==> config.mk <==
export PLATFORM = sky130hd
export DESIGN_NAME = ffa_ctrl
export DESIGN_NICKNAME = d
export VERILOG_FILES = /design/src/design/ffa_pkg.sv /design/src/design/ffa_ctrl.sv
export SDC_FILE = /design/constraint.sdc
export NUM_CORES = 1
export LEC_CHECK = 0
export ABC_AREA = 1
export BUFFER_PORTS_ARGS = -buffer_cell sky130_fd_sc_hd__clkbuf_2
export CAP_MARGIN = 20
export CORE_MARGIN = 4
export CORE_UTILIZATION = 45
export CTS_CLUSTER_DIAMETER = 40
export DETAILED_ROUTE_END_ITERATION = 8
export GPL_TIMING_DRIVEN = 1
export PLACE_DENSITY = 0.79
export SLEW_MARGIN = 5
export SYNTH_ARGS = -nofsm -noshare
export SYNTH_HDL_FRONTEND = slang
export SYNTH_SLANG_ARGS = --single-unit
==> constraint.sdc <==
create_clock -name clk -period 4.4 [get_ports clk]
set_clock_uncertainty 0.1 [all_clocks]
set_input_delay 1.32 -clock clk [delete_from_list [all_inputs] [get_ports clk]]
set_output_delay 1.32 -clock clk [all_outputs]
set_load 0.01 [all_outputs]
==> src/design/ffa_pkg.sv <==
package ffa_pkg;

  // Default depth of the free range list
  localparam int DEFAULT_MAX_FREE_RANGES = 64;

  // Request codes
  localparam logic [1:0] FN_ALLOC = 2'd0;
  localparam logic [1:0] FN_ALIGN = 2'd1;
  localparam logic [1:0] FN_FREE  = 2'd2;

  // Status codes
  localparam logic [1:0] ST_OK        = 2'd0;
  localparam logic [1:0] ST_NOSPACE   = 2'd1;
  localparam logic [1:0] ST_FULL      = 2'd2;
  localparam logic [1:0] ST_ZEROALIGN = 2'd3;

  localparam logic [31:0] ALL_ONES = 32'hFFFF_FFFF;
  localparam logic [31:0] SIZE_MAX = 32'hFFFF_FF00;
  localparam logic [32:0] RND_ADD  = 33'd255;
  localparam logic [32:0] RND_MASK = ~33'd255;

  // Remainder unit takes one dividend bit per cycle
  localparam int DIV_STEPS = 32;

  typedef enum logic [1:0] {RD_IDX, RD_IDX_P1, RD_IDX_M1} rd_sel_t;

  typedef enum logic [2:0] {
    WR_NONE, WR_INIT, WR_TRIM, WR_SHIFT, WR_MERGE_PREV, WR_MERGE_NEXT, WR_INSERT
  } wr_op_t;

  typedef enum logic [1:0] {IDX_HOLD, IDX_INC, IDX_DEC, IDX_SET_COUNT} idx_op_t;

  typedef enum logic [1:0] {CNT_HOLD, CNT_ONE, CNT_INC, CNT_DEC} cnt_op_t;

  typedef enum logic [2:0] {
    RES_NONE, RES_ALLOC_OK, RES_NOSPACE, RES_ZALIGN, RES_FREE_OK, RES_FREE_NOSPACE,
    RES_FULL
  } res_op_t;

  // Commands from the controller to the datapath
  typedef struct packed {
    logic    load;
    logic    rd_en;
    rd_sel_t rd_sel;
    logic    mod_start;
    logic    prev_ld;
    logic    pos_ld;
    wr_op_t  wr;
    idx_op_t idx_op;
    cnt_op_t cnt_op;
    res_op_t res;
  } cmd_t;

  // Status from the datapath to the controller
  typedef struct packed {
    logic [1:0] func;
    logic       size_big;
    logic       end_big;
    logic       align_zero;
    logic       idx_lt_cnt;
    logic       more_rm;
    logic       idx_gt_pos;
    logic       fit;
    logic       exact;
    logic       below;
    logic       mnext;
    logic       mprev;
    logic       full;
    logic       mod_busy;
  } sts_t;

endpackage

==> src/design/ffa_ctrl.sv <==
module ffa_ctrl (
  input  logic          clk,
  input  logic          rst,
  input  logic          in_valid,
  output logic          in_ready,
  output logic          out_valid,
  input  logic          out_ready,
  input  ffa_pkg::sts_t sts,
  output ffa_pkg::cmd_t cmd
);

  typedef enum logic [3:0] {
    S_INIT, S_IDLE, S_DISP, S_A_RD, S_A_WAIT, S_A_MOD, S_A_CHK, S_F_RD, S_F_CMP,
    S_F_DEC, S_RM_RD, S_RM_WR, S_IN_RD, S_IN_WR, S_RESP
  } state_t;

  state_t state, state_next;

  assign in_ready  = state == S_IDLE;
  assign out_valid = state == S_RESP;

  // Next state and commands
  always_comb begin
    state_next = state;
    cmd        = '0;
    unique case (state)
      S_INIT: begin
        cmd.wr     = ffa_pkg::WR_INIT;
        cmd.cnt_op = ffa_pkg::CNT_ONE;
        state_next = S_IDLE;
      end
      S_IDLE: begin
        if (in_valid) begin
          cmd.load   = 1'b1;
          state_next = S_DISP;
        end
      end
      S_DISP: begin
        state_next = S_RESP;
        case (sts.func)
          ffa_pkg::FN_ALLOC: begin
            if (sts.size_big) cmd.res = ffa_pkg::RES_NOSPACE;
            else state_next = S_A_RD;
          end
          ffa_pkg::FN_ALIGN: begin
            if (sts.align_zero) cmd.res = ffa_pkg::RES_ZALIGN;
            else state_next = S_A_RD;
          end
          ffa_pkg::FN_FREE: begin
            if (sts.size_big || sts.end_big) cmd.res = ffa_pkg::RES_FREE_NOSPACE;
            else state_next = S_F_RD;
          end
          default: cmd.res = ffa_pkg::RES_NOSPACE;
        endcase
      end
      // First-fit scan, one range per pass
      S_A_RD: begin
        if (sts.idx_lt_cnt) begin
          cmd.rd_en  = 1'b1;
          state_next = S_A_WAIT;
        end else begin
          cmd.res    = ffa_pkg::RES_NOSPACE;
          state_next = S_RESP;
        end
      end
      S_A_WAIT: begin
        if (sts.func == ffa_pkg::FN_ALIGN) begin
          cmd.mod_start = 1'b1;
          state_next    = S_A_MOD;
        end else begin
          state_next = S_A_CHK;
        end
      end
      S_A_MOD: begin
        if (!sts.mod_busy) state_next = S_A_CHK;
      end
      S_A_CHK: begin
        if (sts.fit) begin
          cmd.res = ffa_pkg::RES_ALLOC_OK;
          if (sts.exact) begin
            state_next = S_RM_RD;
          end else begin
            cmd.wr     = ffa_pkg::WR_TRIM;
            state_next = S_RESP;
          end
        end else begin
          cmd.idx_op = ffa_pkg::IDX_INC;
          state_next = S_A_RD;
        end
      end
      // Find the insertion point of a returned range
      S_F_RD: begin
        if (sts.idx_lt_cnt) begin
          cmd.rd_en  = 1'b1;
          state_next = S_F_CMP;
        end else begin
          state_next = S_F_DEC;
        end
      end
      S_F_CMP: begin
        if (sts.below) begin
          cmd.prev_ld = 1'b1;
          cmd.idx_op  = ffa_pkg::IDX_INC;
          state_next  = S_F_RD;
        end else begin
          state_next = S_F_DEC;
        end
      end
      S_F_DEC: begin
        state_next = S_RESP;
        if (sts.mprev) begin
          cmd.wr  = ffa_pkg::WR_MERGE_PREV;
          cmd.res = ffa_pkg::RES_FREE_OK;
          if (sts.mnext) state_next = S_RM_RD;
        end else if (sts.mnext) begin
          cmd.wr  = ffa_pkg::WR_MERGE_NEXT;
          cmd.res = ffa_pkg::RES_FREE_OK;
        end else if (sts.full) begin
          cmd.res = ffa_pkg::RES_FULL;
        end else begin
          cmd.res    = ffa_pkg::RES_FREE_OK;
          cmd.pos_ld = 1'b1;
          cmd.idx_op = ffa_pkg::IDX_SET_COUNT;
          state_next = S_IN_RD;
        end
      end
      // Close the gap left by a removed entry
      S_RM_RD: begin
        if (sts.more_rm) begin
          cmd.rd_en  = 1'b1;
          cmd.rd_sel = ffa_pkg::RD_IDX_P1;
          state_next = S_RM_WR;
        end else begin
          cmd.cnt_op = ffa_pkg::CNT_DEC;
          state_next = S_RESP;
        end
      end
      S_RM_WR: begin
        cmd.wr     = ffa_pkg::WR_SHIFT;
        cmd.idx_op = ffa_pkg::IDX_INC;
        state_next = S_RM_RD;
      end
      // Open a gap for a new entry, working down from the end
      S_IN_RD: begin
        if (sts.idx_gt_pos) begin
          cmd.rd_en  = 1'b1;
          cmd.rd_sel = ffa_pkg::RD_IDX_M1;
          state_next = S_IN_WR;
        end else begin
          cmd.wr     = ffa_pkg::WR_INSERT;
          cmd.cnt_op = ffa_pkg::CNT_INC;
          state_next = S_RESP;
        end
      end
      S_IN_WR: begin
        cmd.wr     = ffa_pkg::WR_SHIFT;
        cmd.idx_op = ffa_pkg::IDX_DEC;
        state_next = S_IN_RD;
      end
      S_RESP: begin
        if (out_ready) state_next = S_IDLE;
      end
      default: state_next = S_IDLE;
    endcase
  end

  always_ff @(posedge clk) begin
    if (rst) begin
      state <= S_INIT;
    end else begin
      state <= state_next;
    end
  end

endmodule

==> impl_results.md <==
* Peak Freq at 269 MHz
* CTS resizes at 0
* Largest net degree at the start of global routing at 8
* Minimum clock period at ~3700 ps
* Slowest-stage cell, CP: or2_2
* Worst Path Arrival at 2300 ps
* Die span in y at 46.8 um
* TNS Setup at 0 ps
* Wirelength, routed at 2060 um
* Syn. warnings at 0
* P_leak at about 0.60 nW
* Fillers at between 100 and 150
* Worst min path class: register to register
* Delay-heaviest family, CP: simple AND/OR/NAND/NOR gates
* Post-CTS Hold Buffers at 0
* Clock Latency Late Sink at between 200 and 250 ps
* Final setup vio count at 0
* Bufs and invs on worst path at 3
* Final Hold Fails at 0
* Levels on crit path at 7
* FF+latch count, synth at 4
* Port Buffers at 37
* Slew Viols, Final at 0
* Slew headroom at ~73%
* Sequential area share after synthesis at between 10% and 20%
* Inserted Diodes at 0
* CTS sink cnt at 4
* Class of the most critical setup path: primary input to output pin
* Nature of the critical path startpoint: primary input
* Post-route ant nets at 0
* Cell area power density at roughly 450 nW/um^2
* Full die area at about 2200 um^2
* Max IR drop VDD at roughly 0.29 mV
* Critical path capture point: cmd[0]
* End of the worst register-to-register path: state[0]
* Design area at roughly 900 um^2
* Worst R2R Path Depth at 9
* Syn Area/Cell at between 4 and 5 um^2
* Synth Net Count at 163
* CTS max path bufs at 2
* Reg2reg start: state[1]
* Largest register FFs at 4
* Vias in the first global route at approximately 840
* Post-Syn Area at 676 um^2
* Rows at 13
* HPWL Detailed at roughly 1800 um
* First-pass GRT wire length at ~3400 um
* DRC violation count after routing at 0
* Nets at about 200
* Worst Hold Launch: state[1]
* Hold_ws at between 600 and 700 ps
* Die X at around 47 um
* Share of cells above drive strength 1 at a little under a quarter
* Final worst-path cycle share at around 85%
* CTS Buf Count at 3
* Global-route usage over all layers at 21.2%
* Sequence of cells on the critical path: clkbuf_2 -> inv_1 -> or2_2 -> nor2_1 -> o21ai_0 -> o311ai_0 -> clkbuf_2
* Outcome: complete, no violations
* P&R area growth vs syn at 33.5%
* Yosys cell types at 14
* Setup bufs post-CTS at 0
* Area leader, netlist: nand2_1
* CP peak stage delay at approximately 300 ps
* Global placement routability congestion at just under 0.9
* Total gr overflow at 0
* Clock Tree Root: clkbuf_4
* Top post-synthesis cells by area: nand2_1, nor2_1, inv_1
* First DRT Iteration DRCs at 24
* H-tree depth at 1
* R2R Setup Slk at roughly 2900 ps
* DR vias at around 1.0k
* Unrepaired setup endpoints after global routing: no
* Antenna violations before repair at 0
* Clock transition at path regs at approximately 40 ps
* Via-to-Cell Ratio at ~5.1
* Critical path origin: sts[14]
* TritonCTS clock tree: done
* Initial core utilization at 50.0%
* CORE AREA at 1350 um^2
* Critical Path Most Common Cell: clkbuf_2
* Final core utilization at between 60% and 70%
* Maximum capacitance violations at 0
* Area share of the largest cell type after synthesis at 23.3%
* Worst-Margin Slew at slightly above 400 ps
* IO Count at 38
* CP required at about 3000 ps
* Drt first pass iters at 4
* Area after DPL at roughly 880 um^2
* Cells after synthesis at ~140
* Regs by FF count: state (4)
* Most flop-heavy register: state
* DR WL/cell at about 10 um
* Worst-path fanout max at 5
* Worst Setup End Kind: output pin
[layer usage]
metal,global-route usage [%],vias up,part of all wire [%]
li1,-,538,-
met1,28.1,440,43
met2,36.8,41,49
met3,2.30,0,8.2
met4,4.97,0,0
met5,0,-,0
[how the worst min path moves through the flow]
stage,to,cells after the start
3_3_place_gp,state[3],4
5_1_grt,state[2],4
2_1_floorplan,state[3],4
6_report,state[3],4
3_5_place_dp,state[3],4
4_1_cts,state[3],4
[stage by stage]
stage,power [mW],instances,setup WS (ps)
final,0.406,199,681
after global routing,0.460,199,597
after CTS,0.408,199,680
after detailed placement,0.362,196,682
after global placement,0.362,196,750
after floorplan,0.270,144,966
[tightest hold or removal path, stage by stage (launching register included)]
cell and delay (ps):
dfxtp_1 360, o211ai_1 120, nand3_1 80, nor2_1 100
a21oi_1 70
[cells in the final DEF, fill, tap and decap left out, drive strengths merged]
| cell | synthesis | final |
|---|---|---|
| or2 | 2 | 2 |
| nand2 | 42 | 42 |
| a31o | 1 | 1 |
| nand3 | 15 | 15 |
| o311ai | 1 | 1 |
| o21ai | 7 | 7 |
| inv | 28 | 28 |
| nor2 | 29 | 29 |
| o211ai | 1 | 1 |
| clkbuf | 0 | 40 |
| nand4 | 2 | 2 |
| dfxtp | 4 | 4 |
| o2111ai | 1 | 1 |
| a21oi | 8 | 8 |
| nor3 | 3 | 3 |
[area by class of cell]
type | instances | area, um^2 | area share (%)
Clock buffer | 3 | 22.5 | 2.50
Inverter | 28 | 105 | 11.7
Multi-Input combinational cell | 112 | 490 | 54.4
Sequential cell | 4 | 80.1 | 8.88
Tap cell | 15 | 18.8 | 2.08
Timing Repair Buffer | 37 | 185 | 20.5
[cells in the mapped netlist]
library cell and n:
inv_1 28, a21oi_1 8, a31o_2 1, nand2_1 42, nand3_1 15, or2_2 2
o211ai_1 1, dfxtp_1 4, o2111ai_1 1, o311ai_0 1, nor2_1 29, nor3_1 3
o21ai_0 7, nand4_1 2
[where the power goes]
group          internal [mW]  total [mW]  switching (mW)
clock                 0.0304      0.0430          0.0127
sequential            0.0515      0.0723          0.0207
combinational          0.103       0.291           0.188
[kinds of logic after synthesis]
| logic type | share of synthesized area [%] |
|---|---|
| simple gates | 56.5 |
| buf+inv | 15.6 |
| compound gates | 16.1 |
| flops | 11.9 |
Power figures use the tool's default switching activity.
